## src/sv/itf_pkg.sv

```systemverilog
// ----------------------------------------------------------------------------
// itf_pkg: shared types and constants of the integer text formatter
// Conversion codes, the controller/datapath command and status bundles.
// ----------------------------------------------------------------------------
package itf_pkg;

	localparam int unsigned MAX_FIELD_DEF = 64;
	localparam int unsigned MAX_PREC_DEF  = 40;
	localparam int unsigned DIG_DEPTH     = 22;
	localparam int unsigned DIG_AW        = 5;

	localparam logic [2:0] MODE_SDEC = 3'd0;
	localparam logic [2:0] MODE_UDEC = 3'd1;
	localparam logic [2:0] MODE_OCT  = 3'd2;
	localparam logic [2:0] MODE_HEXL = 3'd3;
	localparam logic [2:0] MODE_HEXU = 3'd4;
	localparam logic [2:0] MODE_CHAR = 3'd5;

	localparam logic [2:0] LEN_HH = 3'd0;
	localparam logic [2:0] LEN_H  = 3'd1;
	localparam logic [2:0] LEN_W  = 3'd2;
	localparam logic [2:0] LEN_L  = 3'd3;

	localparam logic [7:0] CH_ZERO  = 8'h30;
	localparam logic [7:0] CH_UA    = 8'h41;
	localparam logic [7:0] CH_LA    = 8'h61;
	localparam logic [7:0] CH_MINUS = 8'h2d;
	localparam logic [7:0] CH_PLUS  = 8'h2b;
	localparam logic [7:0] CH_LX    = 8'h78;
	localparam logic [7:0] CH_UX    = 8'h58;
	localparam logic [7:0] CH_SPACE = 8'h20;

	// Output segments, the first five in emission order.
	localparam logic [2:0] SEG_LPAD  = 3'd0;
	localparam logic [2:0] SEG_PRE   = 3'd1;
	localparam logic [2:0] SEG_ZEROS = 3'd2;
	localparam logic [2:0] SEG_DIGS  = 3'd3;
	localparam logic [2:0] SEG_RPAD  = 3'd4;
	localparam logic [2:0] SEG_CHAR  = 3'd5;

	typedef struct packed {
		logic load;
		logic digit_step;
		logic plan;
		logic emit;
		logic emit_single;
		logic single_err;
	} itf_cmd_t;

	typedef struct packed {
		logic input_error;
		logic digits_done;
		logic emit_done;
	} itf_sts_t;

	function automatic logic [7:0] digit_char(input logic [3:0] d, input logic upper);
		if (d < 4'd10)
			return CH_ZERO + {4'd0, d};
		return (upper ? CH_UA : CH_LA) + {4'd0, d - 4'd10};
	endfunction

endpackage

```

## src/sv/integer_text_formatter.sv

```systemverilog
// ----------------------------------------------------------------------------
// integer_text_formatter: printf-style integer and character conversion
// Turns one parsed conversion into its characters, one per strobe.
// ----------------------------------------------------------------------------
// Usage: drive the conversion fields and pulse start while busy is low; the
// transaction is taken at that edge and the fields need not be held after it.
// The block checks the flags, then produces the digits: a shift per digit
// for octal and hex, and for decimal a shift-and-add estimate of the value
// over ten with a one-step remainder fix. It then plans the layout and
// emits one character per cycle on out_char with strobe high; strobe stays
// low while it steps past a finished or empty segment, and last_char marks
// the final character. A rejected conversion gives one strobe with
// format_error set; an empty text gives one with empty_text. busy is low
// again in the cycle that shows the last strobe, and a new transaction may
// be taken in that cycle. The receiver cannot stall. Reset clears the
// controller and the strobe.
// ----------------------------------------------------------------------------
module integer_text_formatter #(
	parameter int unsigned MAX_FIELD     = itf_pkg::MAX_FIELD_DEF,
	parameter int unsigned MAX_PRECISION = itf_pkg::MAX_PREC_DEF
) (
	input  logic              clk,
	input  logic              arst_n,
	input  logic              start,
	output logic              busy,
	input  logic [63:0]       arg_value,
	input  logic [2:0]        mode,
	input  logic [2:0]        length_code,
	input  logic              left_justify,
	input  logic              force_sign,
	input  logic              space_sign,
	input  logic              alt_form,
	input  logic              zero_pad,
	input  logic [6:0]        field_width,
	input  logic signed [6:0] digit_precision,
	output logic              strobe,
	output logic [7:0]        out_char,
	output logic              last_char,
	output logic              format_error,
	output logic              empty_text
);

	itf_pkg::itf_cmd_t cmd;
	itf_pkg::itf_sts_t sts;

	itf_ctrl u_ctrl (
		.clk   (clk),
		.arst_n(arst_n),
		.start (start),
		.busy  (busy),
		.cmd   (cmd),
		.sts   (sts)
	);

	itf_dp #(
		.MAX_FIELD    (MAX_FIELD),
		.MAX_PRECISION(MAX_PRECISION)
	) u_dp (
		.clk            (clk),
		.arst_n         (arst_n),
		.cmd            (cmd),
		.sts            (sts),
		.arg_value      (arg_value),
		.mode           (mode),
		.length_code    (length_code),
		.left_justify   (left_justify),
		.force_sign     (force_sign),
		.space_sign     (space_sign),
		.alt_form       (alt_form),
		.zero_pad       (zero_pad),
		.field_width    (field_width),
		.digit_precision(digit_precision),
		.strobe         (strobe),
		.out_char       (out_char),
		.last_char      (last_char),
		.format_error   (format_error),
		.empty_text     (empty_text)
	);

endmodule

```

## src/sv/itf_ctrl.sv

```systemverilog
// ----------------------------------------------------------------------------
// itf_ctrl: controller of the integer text formatter
// Sequences load, digit generation, layout planning and character emission.
// ----------------------------------------------------------------------------
module itf_ctrl (
	input  logic              clk,
	input  logic              arst_n,
	input  logic              start,
	output logic              busy,
	output itf_pkg::itf_cmd_t cmd,
	input  itf_pkg::itf_sts_t sts
);

	localparam logic [2:0] ST_IDLE  = 3'd0;
	localparam logic [2:0] ST_CHECK = 3'd1;
	localparam logic [2:0] ST_DIG   = 3'd2;
	localparam logic [2:0] ST_PLAN  = 3'd3;
	localparam logic [2:0] ST_EMIT  = 3'd4;

	logic [2:0] state_q;

	always_ff @(posedge clk or negedge arst_n) begin
		if (!arst_n) begin
			state_q <= ST_IDLE;
		end else begin
			unique case (state_q)
				ST_IDLE:  if (start) state_q <= ST_CHECK;
				ST_CHECK: state_q <= sts.input_error ? ST_IDLE : ST_DIG;
				ST_DIG:   if (sts.digits_done) state_q <= ST_PLAN;
				ST_PLAN:  state_q <= ST_EMIT;
				ST_EMIT:  if (sts.emit_done) state_q <= ST_IDLE;
				default:  state_q <= ST_IDLE;
			endcase
		end
	end

	assign busy = (state_q != ST_IDLE);

	always_comb begin
		cmd             = '0;
		cmd.load        = (state_q == ST_IDLE) && start;
		cmd.emit_single = (state_q == ST_CHECK) && sts.input_error;
		cmd.single_err  = 1'b1;
		cmd.digit_step  = (state_q == ST_DIG) && !sts.digits_done;
		cmd.plan        = (state_q == ST_PLAN);
		cmd.emit        = (state_q == ST_EMIT);
	end

endmodule

```

## src/sv/itf_dp.sv

```systemverilog
// ----------------------------------------------------------------------------
// itf_dp: datapath of the integer text formatter
// Holds the operands, peels one digit at a time and emits the laid-out text.
// ----------------------------------------------------------------------------
module itf_dp #(
	parameter int unsigned MAX_FIELD     = itf_pkg::MAX_FIELD_DEF,
	parameter int unsigned MAX_PRECISION = itf_pkg::MAX_PREC_DEF
) (
	input  logic              clk,
	input  logic              arst_n,
	input  itf_pkg::itf_cmd_t cmd,
	output itf_pkg::itf_sts_t sts,
	input  logic [63:0]       arg_value,
	input  logic [2:0]        mode,
	input  logic [2:0]        length_code,
	input  logic              left_justify,
	input  logic              force_sign,
	input  logic              space_sign,
	input  logic              alt_form,
	input  logic              zero_pad,
	input  logic [6:0]        field_width,
	input  logic signed [6:0] digit_precision,
	output logic              strobe,
	output logic [7:0]        out_char,
	output logic              last_char,
	output logic              format_error,
	output logic              empty_text
);

	localparam int unsigned CW = 8;
	localparam int unsigned DIG_IDX = itf_pkg::DIG_AW;

	logic [63:0] mag_q;
	logic [2:0]  mode_q;
	logic        left_q, plus_q, space_q, alt_q, zero_q;
	logic [6:0]  width_q;
	logic [6:0]  prec_q;
	logic        prec_given_q;
	logic        neg_q;
	logic        mag_nz_q;
	logic        err_q;
	logic [7:0]  char_q;
	logic [3:0]  dig_q [itf_pkg::DIG_DEPTH];
	logic [4:0]  ndig_q;
	logic [1:0]  ph_q;
	logic [63:0] qa_q;
	logic [CW-1:0] lpad_q, zeros_q, rpad_q;
	logic [1:0]  npre_q;
	logic [7:0]  pre0_q, pre1_q;
	logic [2:0]  seg_q;
	logic [CW-1:0] cnt_q;
	logic [CW-1:0] total_q;
	logic [CW-1:0] sent_q;
	logic        emitting_q;

	// Input decode
	logic [63:0] mask_in, mval;
	logic        sbit, input_err;
	logic [6:0]  width_sat;
	logic        pgiven;
	logic [6:0]  prec_sat;

	always_comb begin
		case (length_code)
			itf_pkg::LEN_HH: mask_in = 64'hff;
			itf_pkg::LEN_H:  mask_in = 64'hffff;
			itf_pkg::LEN_W:  mask_in = 64'hffff_ffff;
			default:         mask_in = '1;
		endcase
		mval = arg_value & mask_in;
		case (length_code)
			itf_pkg::LEN_HH: sbit = arg_value[7];
			itf_pkg::LEN_H:  sbit = arg_value[15];
			itf_pkg::LEN_W:  sbit = arg_value[31];
			default:         sbit = arg_value[63];
		endcase
		width_sat = (field_width > 7'(MAX_FIELD)) ? 7'(MAX_FIELD) : field_width;
		pgiven    = !digit_precision[6];
		prec_sat  = !pgiven ? 7'd1 :
			((digit_precision > 7'(MAX_PRECISION)) ? 7'(MAX_PRECISION) : digit_precision);
		if (mode > itf_pkg::MODE_CHAR)
			input_err = 1'b1;
		else if (mode == itf_pkg::MODE_CHAR)
			input_err = zero_pad || alt_form;
		else
			input_err = (length_code > itf_pkg::LEN_L) ||
				(alt_form && (mode == itf_pkg::MODE_SDEC || mode == itf_pkg::MODE_UDEC));
	end

	// Octal and hex take one shift per digit. Decimal steps through ph_q: phases
	// 0 and 1 build a shift-and-add estimate of 0.8 times the value, phase 2 scales
	// it to the quotient by ten, which is low by at most one, and fixes the
	// remainder with a single compare and subtract.
	logic [63:0] qa1, qa2, qb1, qb2, qc1;
	logic [63:0] q10, r10, q10f, r10f;
	logic        dfix;
	logic [3:0]  dval;
	logic [63:0] qnext;
	logic        radix_pow2;
	logic        step_now;

	always_comb begin
		qa1 = (mag_q >> 1) + (mag_q >> 2);
		qa2 = qa1 + (qa1 >> 4);
		qb1 = qa_q + (qa_q >> 8);
		qb2 = qb1 + (qb1 >> 16);
		qc1 = qa_q + (qa_q >> 32);
		q10 = qc1 >> 3;
		r10 = mag_q - ((q10 << 3) + (q10 << 1));
		dfix = (r10 > 64'd9);
		q10f = q10 + {63'd0, dfix};
		r10f = dfix ? r10 - 64'd10 : r10;
		case (mode_q)
			itf_pkg::MODE_OCT: begin
				dval = {1'b0, mag_q[2:0]};
				qnext = mag_q >> 3;
			end
			itf_pkg::MODE_HEXL, itf_pkg::MODE_HEXU: begin
				dval = mag_q[3:0];
				qnext = mag_q >> 4;
			end
			default: begin
				dval = r10f[3:0];
				qnext = q10f;
			end
		endcase
	end

	assign radix_pow2 = (mode_q == itf_pkg::MODE_OCT) || (mode_q == itf_pkg::MODE_HEXL) ||
		(mode_q == itf_pkg::MODE_HEXU);
	assign step_now = radix_pow2 || (ph_q == 2'd2);

	// Digit generation ends when the value is exhausted, or at once for an empty number or a character.
	logic skip_digits;
	assign skip_digits = (!mag_nz_q && prec_q == 7'd0) || mode_q == itf_pkg::MODE_CHAR;
	assign sts.digits_done = skip_digits || (ndig_q != 5'd0 && mag_q == 64'd0);
	assign sts.input_error = err_q;

	// Layout plan
	logic [CW-1:0] zeros_c, body_c, pad_c, zfin_c, width_e;
	logic [1:0]    npre_c;
	logic [7:0]    p0_c, p1_c;
	logic          oct_fix;

	always_comb begin
		width_e = CW'(width_q);
		zeros_c = (CW'(prec_q) > CW'(ndig_q)) ? CW'(prec_q) - CW'(ndig_q) : '0;
		oct_fix = (mode_q == itf_pkg::MODE_OCT) && alt_q && zeros_c == '0 &&
			(ndig_q == 5'd0 || dig_q[DIG_IDX'(ndig_q - 5'd1)] != 4'd0);
		if (oct_fix)
			zeros_c = CW'(1);
		npre_c = 2'd0;
		p0_c = itf_pkg::CH_MINUS;
		p1_c = itf_pkg::CH_LX;
		if (mode_q == itf_pkg::MODE_SDEC) begin
			if (neg_q) begin
				npre_c = 2'd1;
			end else if (plus_q) begin
				npre_c = 2'd1;
				p0_c = itf_pkg::CH_PLUS;
			end else if (space_q) begin
				npre_c = 2'd1;
				p0_c = itf_pkg::CH_SPACE;
			end
		end else if ((mode_q == itf_pkg::MODE_HEXL || mode_q == itf_pkg::MODE_HEXU) &&
				alt_q && mag_nz_q) begin
			npre_c = 2'd2;
			p0_c = itf_pkg::CH_ZERO;
			p1_c = (mode_q == itf_pkg::MODE_HEXU) ? itf_pkg::CH_UX : itf_pkg::CH_LX;
		end
		if (mode_q == itf_pkg::MODE_CHAR) begin
			body_c = CW'(1);
			npre_c = 2'd0;
			zeros_c = '0;
		end else begin
			body_c = CW'(npre_c) + zeros_c + CW'(ndig_q);
		end
		pad_c = (width_e > body_c) ? width_e - body_c : '0;
		zfin_c = zeros_c;
		if (zero_q && !left_q && !prec_given_q && mode_q != itf_pkg::MODE_CHAR) begin
			zfin_c = zeros_c + pad_c;
			pad_c = '0;
		end
	end

	// Emission: walk the segments, skipping the empty ones.
	logic [2:0]    seg_n;
	logic [CW-1:0] cnt_n;
	logic [7:0]    ch;
	logic          have;

	always_comb begin
		have = 1'b1;
		ch = itf_pkg::CH_SPACE;
		case (seg_q)
			itf_pkg::SEG_LPAD:  have = (cnt_q < lpad_q);
			itf_pkg::SEG_PRE: begin
				have = (cnt_q < CW'(npre_q));
				ch = (cnt_q == '0) ? pre0_q : pre1_q;
			end
			itf_pkg::SEG_ZEROS: begin
				have = (cnt_q < zeros_q);
				ch = itf_pkg::CH_ZERO;
			end
			itf_pkg::SEG_DIGS: begin
				have = (cnt_q < CW'(ndig_q));
				ch = itf_pkg::digit_char(
					dig_q[DIG_IDX'(CW'(ndig_q) - cnt_q - CW'(1))],
					mode_q == itf_pkg::MODE_HEXU);
			end
			itf_pkg::SEG_CHAR: begin
				have = (cnt_q == '0);
				ch = char_q;
			end
			default:            have = (cnt_q < rpad_q);
		endcase
		// A left-justified character is followed by its right pad.
		if (have && seg_q == itf_pkg::SEG_CHAR) begin
			seg_n = itf_pkg::SEG_RPAD;
			cnt_n = '0;
		end else if (have) begin
			seg_n = seg_q;
			cnt_n = cnt_q + CW'(1);
		end else begin
			seg_n = seg_q + 3'd1;
			cnt_n = '0;
		end
	end

	logic last_now;
	assign last_now = have && (sent_q + CW'(1) == total_q);
	assign sts.emit_done = emitting_q && ((total_q == '0) || last_now);

	always_ff @(posedge clk) begin
		if (cmd.load) begin
			mode_q  <= mode;
			left_q  <= left_justify;
			plus_q  <= force_sign;
			space_q <= space_sign;
			alt_q   <= alt_form;
			zero_q  <= zero_pad;
			width_q <= width_sat;
			prec_q  <= prec_sat;
			prec_given_q <= pgiven;
			err_q   <= input_err;
			char_q  <= arg_value[7:0];
			neg_q   <= (mode == itf_pkg::MODE_SDEC) && sbit;
			if (mode == itf_pkg::MODE_SDEC && sbit)
				mag_q <= (64'd0 - mval) & mask_in;
			else
				mag_q <= mval;
			mag_nz_q <= (mval != 64'd0);
			ndig_q <= 5'd0;
			ph_q   <= 2'd0;
		end else if (cmd.digit_step) begin
			if (step_now) begin
				dig_q[DIG_IDX'(ndig_q)] <= dval;
				ndig_q <= ndig_q + 5'd1;
				mag_q <= qnext;
				ph_q <= 2'd0;
			end else begin
				qa_q <= (ph_q == 2'd0) ? qa2 : qb2;
				ph_q <= ph_q + 2'd1;
			end
		end
		if (cmd.plan) begin
			npre_q  <= npre_c;
			pre0_q  <= p0_c;
			pre1_q  <= p1_c;
			zeros_q <= zfin_c;
			lpad_q  <= left_q ? '0 : pad_c;
			rpad_q  <= left_q ? pad_c : '0;
			total_q <= body_c + pad_c + (zfin_c - zeros_c);
			seg_q   <= (mode_q == itf_pkg::MODE_CHAR && left_q) ? itf_pkg::SEG_CHAR :
				itf_pkg::SEG_LPAD;
			cnt_q   <= '0;
			sent_q  <= '0;
		end else if (cmd.emit) begin
			seg_q <= seg_n;
			cnt_q <= cnt_n;
			if (have)
				sent_q <= sent_q + CW'(1);
		end
	end

	// A right-justified character walks its left pad, passes the empty number
	// segments and the empty right pad, and ends in the character slot.
	always_ff @(posedge clk or negedge arst_n) begin
		if (!arst_n)
			emitting_q <= 1'b0;
		else
			emitting_q <= cmd.plan || (emitting_q && !sts.emit_done);
	end

	always_ff @(posedge clk or negedge arst_n) begin
		if (!arst_n) begin
			strobe <= 1'b0;
		end else begin
			strobe <= cmd.emit_single ||
				(cmd.emit && emitting_q && (have || total_q == '0));
		end
	end

	logic [7:0] ch_sel;
	always_comb begin
		ch_sel = ch;
		if (mode_q == itf_pkg::MODE_CHAR && seg_q != itf_pkg::SEG_CHAR &&
				seg_q != itf_pkg::SEG_LPAD && seg_q != itf_pkg::SEG_RPAD)
			ch_sel = itf_pkg::CH_SPACE;
	end

	always_ff @(posedge clk) begin
		if (cmd.emit_single) begin
			out_char <= 8'd0;
			last_char <= 1'b1;
			format_error <= cmd.single_err;
			empty_text <= 1'b0;
		end else if (cmd.emit && total_q == '0) begin
			out_char <= 8'd0;
			last_char <= 1'b1;
			format_error <= 1'b0;
			empty_text <= 1'b1;
		end else begin
			out_char <= ch_sel;
			last_char <= last_now;
			format_error <= 1'b0;
			empty_text <= 1'b0;
		end
	end

endmodule
```

## config.mk

```make
export PLATFORM = sky130hd
export DESIGN_NAME = integer_text_formatter
export DESIGN_NICKNAME = d
export VERILOG_FILES = /design/src/sv/itf_pkg.sv /design/src/sv/integer_text_formatter.sv /design/src/sv/itf_ctrl.sv /design/src/sv/itf_dp.sv
export SDC_FILE = /design/constraint.sdc
export NUM_CORES = 2
export LEC_CHECK = 0
export ABC_AREA = 1
export BUFFER_PORTS_ARGS = -buffer_cell sky130_fd_sc_hd__buf_2
export CORE_MARGIN = 2
export CORE_UTILIZATION = 40
export CTS_CLUSTER_DIAMETER = 120
export CTS_CLUSTER_SIZE = 10
export DETAILED_ROUTE_END_ITERATION = 10
export GPL_ROUTABILITY_DRIVEN = 1
export GPL_TIMING_DRIVEN = 0
export MAX_ROUTING_LAYER = met4
export PLACE_DENSITY_LB_ADDON = 0.3
export SETUP_SLACK_MARGIN = 0.2
export SLEW_MARGIN = 20
export SYNTH_ARGS = -nofsm -noshare
export SYNTH_HDL_FRONTEND = slang
export SYNTH_SLANG_ARGS = --single-unit
```

## constraint.sdc

```tcl
create_clock -name clk -period 22.4 [get_ports clk]
set_clock_uncertainty 0.05 [all_clocks]
set_input_delay 2.24 -clock clk [delete_from_list [all_inputs] [get_ports clk]]
set_output_delay 2.24 -clock clk [all_outputs]
set_load 0.02 [all_outputs]
```

After elaboration in Yosys (flattened, before gate mapping)
Memory sizes are Yosys's and may differ from the RTL's.
Cells that the tools add are included.
W data, S select, Z words.
- bits of input ports: 92
- memories kept: 1
- register bits: 254
- output and inout port bits: 13
- bits in writable memories: 88
- word-level logic and storage cells: 244
- memories (name ; depth ; width ; rd ports ; clocked after Yosys merged registers in ; wr ports ; RTL line ; RTL):
    u_dp.dig_q ; 22 ; 4 ; 2 ; 0 ; 1 ; itf_dp.sv:43 ; logic [3:0] dig_q [itf_pkg::DIG_DEPTH];
- bitwise operators: 5
- magnitude comparators: 13
- add/subtract/negate cells: 29
- muxes and demuxes: 58
- eq/ne operators: 25
- reductions and logical operators: 77
- operator list (cell ; number):
    $mux W64 ; 5
    $pmux W64 S3 ; 1
    $and A64 B64 Y64 ; 2
    $pmux W64 S2 ; 1
    $mux W8 ; 15
    $add A63 B62 Y64 ; 1
    $add A64 B32 Y64 ; 1
    $add A64 B48 Y64 ; 1
    $add A64 B56 Y64 ; 1
    $add A64 B60 Y64 ; 1
    $add A64 B62 Y64 ; 1
    $gt A64 B4 Y1 const B ; 1
    $logic_not A64 Y1 ; 1
    $reduce_bool A64 Y1 ; 1
    $sub A1 B64 Y64 const A ; 1
    $sub A64 B64 Y64 ; 1
    $add A61 B1 Y62 ; 1
    $pmux W8 S4 ; 1
    $logic_and A1 B1 Y1 ; 26
    $add A8 B8 Y8 ; 3
    $logic_not A8 Y1 ; 3
    $lt A8 B8 Y1 ; 3
    $mux W3 ; 8
    $mux W6 ; 4
    55 further kinds ; 123

Longest topological paths before layout
- depth after elaboration: 15
- depth in mapped cells: 53
- gate-level depth less buffers: 52

Hierarchy
Synthesis repeated with hierarchy kept, for this count alone.
- cell total of the unflattened synthesis: 7653
- area, all modules: 48246.3 µm²
- modules (own cells, without submodules) (module ; area an instance (µm²) ; times used ; cells each ; seq. area each (µm²)):
    itf_dp ; 48043.6 ; 1 ; 7625 ; 9469.1
    itf_ctrl ; 202.7 ; 1 ; 28 ; 75.1

Worst setup path after synthesis
OpenSTA, ideal clock, no wires.
- path type: flip-flop to flip-flop
- start point: register u_dp.ndig_q[0]
- end point: register u_dp.total_q[7] (data pin)
- period minus slack after synthesis: 8.672 ns
- stages on the path, launching flop included: 49
- path slack: 13.728 ns
- data arrival time: 8.363 ns
- library setup time: 0.260 ns
- data required time: 22.090 ns
- buffers on the path: 3
- cell sequence: dfxtp_1 > clkbuf_1 > clkinv_1 > ha_1 > clkbuf_1 > inv_1 > clkbuf_1 > o311ai_0 > nand3_1 > nand3_1 > nand3_1 > nand4_1 > o21ai_0 > fa_1 > ha_1 > fa_1 > nand2_1 > nand2_1 > (+13 left out) > nor2_1 > a211oi_1 > or2_2 > nand3_1 > o21ai_0 > ha_1 > xor2_1 > fa_1 > inv_1 > ha_1 > a21oi_1 > o21ai_0 > nand2_1 > nand2_1 > a21oi_1 > xnor2_1 > xnor2_1 > xnor2_1
- longest elaborated chain between the ends: 15
- elaborated cells between the ends (all ways): 25
- classes of those cells: 9 x add/sub; 2 x order compare; 7 x mux; 6 x reduce/logical; 1 x memory
- ends and longest elaborated chain (what ; RTL line ; RTL):
    start, declared ; itf_dp.sv:44 ; logic [4:0] ndig_q;
    start signal, assigned ; itf_dp.sv:258 ; ndig_q <= ndig_q + 5'd1;
    $sub A5 B1 Y5, or another cell as far along ; itf_dp.sv:149 ; (ndig_q == 5'd0 || dig_q[DIG_IDX'(ndig_q - 5'd1)] != 4'd0);
    $mem_v2 Z22 W4 / $mux W8 (equally long branches) ; -- ;
    $reduce_bool A4 Y1 / $logic_not A8 Y1 (equally long branches) ; itf_dp.sv:149, itf_dp.sv:148 ;
    $logic_or A1 B1 Y1 / $logic_and A1 B1 Y1 (equally long branches) ; itf_dp.sv:149, itf_dp.sv:148 ;
    $logic_and A1 B1 Y1 ; itf_dp.sv:148 ; oct_fix = (mode_q == itf_pkg::MODE_OCT) && alt_q && zeros_c == '0 &&
    $mux W8 ; itf_dp.sv:150 ; if (oct_fix)
    $add A2 B8 Y8 ; itf_dp.sv:176 ; body_c = CW'(npre_c) + zeros_c + CW'(ndig_q);
    $add A8 B5 Y8 ; itf_dp.sv:176 ;
    $mux W8 ; itf_dp.sv:171 ; if (mode_q == itf_pkg::MODE_CHAR) begin
    $sub A7 B8 Y8 / $gt A7 B8 Y1 (equally long branches) ; itf_dp.sv:178 ; pad_c = (width_e > body_c) ? width_e - body_c : '0;
    $mux W8 ; itf_dp.sv:178 ;
    $add A8 B8 Y8 ; itf_dp.sv:181 ; zfin_c = zeros_c + pad_c;
    $mux W8 * ; itf_dp.sv:180 ; if (zero_q && !left_q && !prec_given_q && mode_q != itf_pkg::MODE_CHAR) begin
    net u_dp.zfin_c[4] ; itf_dp.sv:140 ; logic [CW-1:0] zeros_c, body_c, pad_c, zfin_c, width_e;
    $sub A8 B8 Y8 * ; itf_dp.sv:273 ; total_q <= body_c + pad_c + (zfin_c - zeros_c);
    $add A8 B8 Y8 * ; itf_dp.sv:273 ;
    end signal, assigned ; itf_dp.sv:273 ;
    end, declared ; itf_dp.sv:52 ; logic [CW-1:0] total_q;
The timed path passes the listed nets; every way through them passes the cells marked *.
A chain may end at the register's enable or synchronous reset.

Worst setup path after layout
Same ends and word-level chain as after synthesis.

==> impl_metrics.prom <==
# TYPE chip_impl_metric gauge
chip_impl_metric{name="cts.clk_slew.worst_paths",unit="ps"} 60
chip_impl_metric{name="multi_input_area",unit="mm²"} 0.0334
chip_impl_metric{name="path_depth",unit=""} 48
chip_impl_metric{name="synth_top_area_share",unit="%"} 18.4
chip_impl_metric{name="grt_pass1_vias",unit=""} 50900
chip_impl_metric{name="worstPathBufferInverterCount",unit=""} 6
chip_impl_metric{name="gpl.final_weighted_congestion",unit=""} 1.10
chip_impl_metric{name="synthesis.instances",unit=""} 7415
chip_impl_metric{name="route.detailed.vias_per_inst",unit=""} 5.84
chip_impl_metric{name="crit_required",unit="ps"} 22720
chip_impl_metric{name="io_buffer_count",unit=""} 104
chip_impl_metric{name="utilization",unit="%"} 43.6
chip_impl_info{name="worst-setup-path-type",value="flop to flop"} 1
chip_impl_metric{name="area_added_between_synthesis_and_finish",unit="%"} 8.21
chip_impl_metric{name="synth.net_count",unit=""} 8034
chip_impl_metric{name="post_cts.resized_instances",unit=""} 0
chip_impl_metric{name="slew-limit-headroom",unit="%"} 13.9
chip_impl_info{name="leading_cell_type_by_number_of_instances_after_synthesis",value="sky130_fd_sc_hd__nand2_1"} 1
chip_impl_info{name="worst_setup_path_startpoint",value="u_dp.ndig_q[0]"} 1
chip_impl_metric{name="cts_max_path_buffers",unit=""} 3
chip_impl_metric{name="synth_seq_cells",unit=""} 330
chip_impl_metric{name="drt-initial-drc-count",unit=""} 5906
chip_impl_metric{name="tritoncts_num_sinks",unit=""} 330
chip_impl_metric{name="route.antenna.remaining_nets",unit=""} 0
chip_impl_metric{name="gr-total-overflow",unit=""} 0
chip_impl_metric{name="track_usage",unit="%"} 40.5
chip_impl_metric{name="fmaxAchievable",unit="GHz"} 0.0839
chip_impl_metric{name="layout.nets",unit=""} 8199
chip_impl_metric{name="fp.coreArea",unit="mm²"} 0.118
chip_impl_metric{name="die_w",unit="µm"} 349
chip_impl_metric{name="area.sequential",unit="mm²"} 0.00954
chip_impl_metric{name="drive_gt1_share",unit="%"} 4.34
chip_impl_metric{name="synth-seq-area-share",unit="%"} 20.1
chip_impl_metric{name="finalCritPeriodShare",unit="%"} 53.2
chip_impl_metric{name="ys.warnings.count",unit=""} 0
chip_impl_metric{name="slew_violations",unit=""} 0
chip_impl_metric{name="synth_async_sr_flop_share",unit="%"} 1.52
chip_impl_metric{name="initial_utilization",unit="%"} 40.3
chip_impl_metric{name="firstDrtPassIters",unit=""} 8
chip_impl_info{name="synth_common_cells",value="1723 x sky130_fd_sc_hd__nand2_1, 1101 x sky130_fd_sc_hd__inv_1, 880 x sky130_fd_sc_hd__nor2_1"} 1
chip_impl_metric{name="arrival",unit="ps"} 12240
chip_impl_info{name="setup.worst_path.start_class",value="flop"} 1
chip_impl_metric{name="synthDistinctLibCells",unit=""} 84
chip_impl_info{name="tritoncts_clock_tree",value="built"} 1
chip_impl_metric{name="tightestPinTransition",unit="ps"} 1290
chip_impl_info{name="synthTopCellsByArea",value="sky130_fd_sc_hd__edfxtp_1 18%, sky130_fd_sc_hd__nand2_1 14%, sky130_fd_sc_hd__ha_1 12%, sky130_fd_sc_hd__inv_1 8.7%, sky130_fd_sc_hd__nor2_1 7.0%"} 1
chip_impl_metric{name="post_synth_instance_area",unit="mm²"} 0.0475
chip_impl_metric{name="post-cts-setup-buffers",unit=""} 0
chip_impl_metric{name="ctsHoldBuffers",unit=""} 0
chip_impl_info{name="critical_path.slowest_cell",value="sky130_fd_sc_hd__dfxtp_1"} 1
chip_impl_metric{name="timing.reg2reg.setup_slack",unit="ps"} 10480
chip_impl_info{name="worstSetupEndpointType",value="flop"} 1
chip_impl_metric{name="critical_path.max_stage_delay",unit="ps"} 780
chip_impl_metric{name="rows",unit=""} 126
chip_impl_metric{name="timing.setup.tns",unit="ps"} 0
chip_impl_metric{name="final.min_clock_period",unit="ps"} 11920
chip_impl_metric{name="insertion_delay_to_the_later_sink_of_the_worst_skew_pair",unit="ps"} 670
chip_impl_metric{name="final-setup-viol-count",unit=""} 0
chip_impl_metric{name="post-route-drc-count",unit=""} 0
chip_impl_metric{name="cts_made_buffers",unit=""} 41
chip_impl_metric{name="edff_count_synth",unit=""} 291
chip_impl_metric{name="htreeDepth",unit=""} 2
chip_impl_info{name="worst_r2r_endpoint",value="u_dp.total_q[7]"} 1
chip_impl_info{name="tightest_hold_check_type",value="flop to flop"} 1
chip_impl_metric{name="wl",unit="µm"} 247000
chip_impl_info{name="run_status",value="completed"} 1
chip_impl_info{name="cp_common_cell",value="sky130_fd_sc_hd__nand2_1"} 1
chip_impl_info{name="leading_area_contributor_after_synthesis",value="sky130_fd_sc_hd__edfxtp_1"} 1
chip_impl_metric{name="antenna_violations_before_repair",unit=""} 9
chip_impl_info{name="worstReg2RegStart",value="u_dp.ndig_q[0]"} 1
chip_impl_metric{name="routedWlPerCell",unit="µm"} 26.9
chip_impl_metric{name="dp_hpwl",unit="µm"} 213000
chip_impl_metric{name="dieHeight",unit="µm"} 349
chip_impl_metric{name="fillCellCount",unit=""} 12800
chip_impl_info{name="grt_setup_unrepaired",value="false"} 1
chip_impl_metric{name="vias",unit=""} 53500
chip_impl_info{name="ys.flop_type",value="sky130_fd_sc_hd__edfxtp_1"} 1
chip_impl_metric{name="count_of_max_cap_constraint_violations",unit=""} 0
chip_impl_metric{name="grt_max_degree",unit=""} 54
chip_impl_info{name="crit_path_end",value="u_dp.total_q[7]"} 1
chip_impl_metric{name="syn_avg_cell_area",unit="µm²"} 6.41
chip_impl_metric{name="fin_worst_hold_slack",unit="ps"} 415
chip_impl_metric{name="grt_pass1_wl",unit="µm"} 348000
chip_impl_info{name="cp_top_family",value="adder cells"} 1
chip_impl_info{name="cts-root-buf",value="sky130_fd_sc_hd__clkbuf_16"} 1
chip_impl_metric{name="critPathMaxFanout",unit=""} 11
chip_impl_metric{name="top_level_ports",unit=""} 105
chip_impl_metric{name="hold_viol",unit=""} 0
chip_impl_metric{name="dieArea",unit="mm²"} 0.122
chip_impl_metric{name="worst_r2r_path_depth",unit=""} 48
## cell families (layout without fill, tap and decap cells)
family	Yosys count	in the layout	synth area share [%]
xor+xnor	273	273	5.16
fa+ha+maj	527	527	15.1
mux	2	2	0.0421
other cells	2	9	0.0158
compound gates	1636	1636	19.5
buf+inv	1219	1413	9.70
flops	330	330	20.1
simple gates	3426	3426	30.4
## area by class of cell
type	instances	share of cell area [%]
diodes	7	0.0341
plain buffers	91	0.740
clock buffers	64	2.16
clock inverters	8	0.197
inverters	1128	8.24
multi-input cells	5866	65.0
flip-flops and latches	330	18.6
well taps	1536	3.74
repair buffers	122	1.36
## how the worst min path moves through the flow
stage	start	to	slack, ps	depth (start not counted)
floorplan	u_dp.err_q	u_ctrl.state_q[1]	390	1
global placement	u_dp.ph_q[0]	u_dp.ph_q[0]	400	2
detailed placement	u_dp.ph_q[0]	u_dp.ph_q[0]	410	2
CTS	u_dp.ph_q[0]	u_dp.ph_q[0]	410	2
global route	u_dp.sent_q[1]	u_dp.sent_q[1]	450	2
finish	u_dp.ph_q[0]	u_dp.ph_q[0]	420	2
## sequential cells by signal (all words and copies together) (netlist names), 4 cells and up
name           cells
u_dp.ndig_q        5
u_dp.zeros_q       8
u_dp.char_q        8
u_dp.out_char      8
u_dp.total_q       8
u_dp.prec_q        6
u_dp.mag_q        64
u_dp.width_q       7
u_dp.sent_q        8
u_dp.rpad_q        8
u_dp.dig_q        88
u_dp.pre0_q        4
u_dp.lpad_q        8
u_dp.qa_q         64
u_dp.cnt_q         8
## metrics by stage
step | instances | area (µm²) | setup slack (ps)
global placement | 9055 | 50000 | 10770
detailed placement | 9073 | 50200 | 10570
CTS | 9145 | 51400 | 10500
finish | 9152 | 51400 | 10480
floorplan | 7415 | 47500 | 13730
global route | 9151 | 51400 | 9670
## worst register-to-register path, delay by kind of cell (launching register included)
family          cells  cell delay, ps
xor+xnor            4             590
compound gates     11            2500
simple gates       18            2350
flops               1             780
buf+inv             6            2000
fa+ha+maj           9            3390
## cells in the final DEF, fill, tap and decap left out, drive strengths merged, types with 43 or more instances in the layout
master	netlist	routed
edfxtp	291	291
nor2	906	906
nand2	1747	1747
buf	16	137
nand4	126	126
clkbuf	74	138
a31oi	88	88
inv	1117	1120
fa	79	79
o21bai	43	43
ha	448	448
o21ai	554	554
xnor2	86	86
a21oi	645	645
xor2	187	187
o22ai	51	51
nor3	133	133
nand3	391	391
## metal layers
metal | part of all wire, % | global-route usage, % | vias to the layer above
met5 | 0 | - | -
met4 | 8.3 | 27.3 | 0
met3 | 7.1 | 5.12 | 603
met2 | 45 | 64.9 | 2435
met1 | 39 | 47.6 | 25200
li1 | - | - | 25200
Power is not shown: default switching activity piles up to over one toggle a cycle in this logic, so the estimate is an artifact.
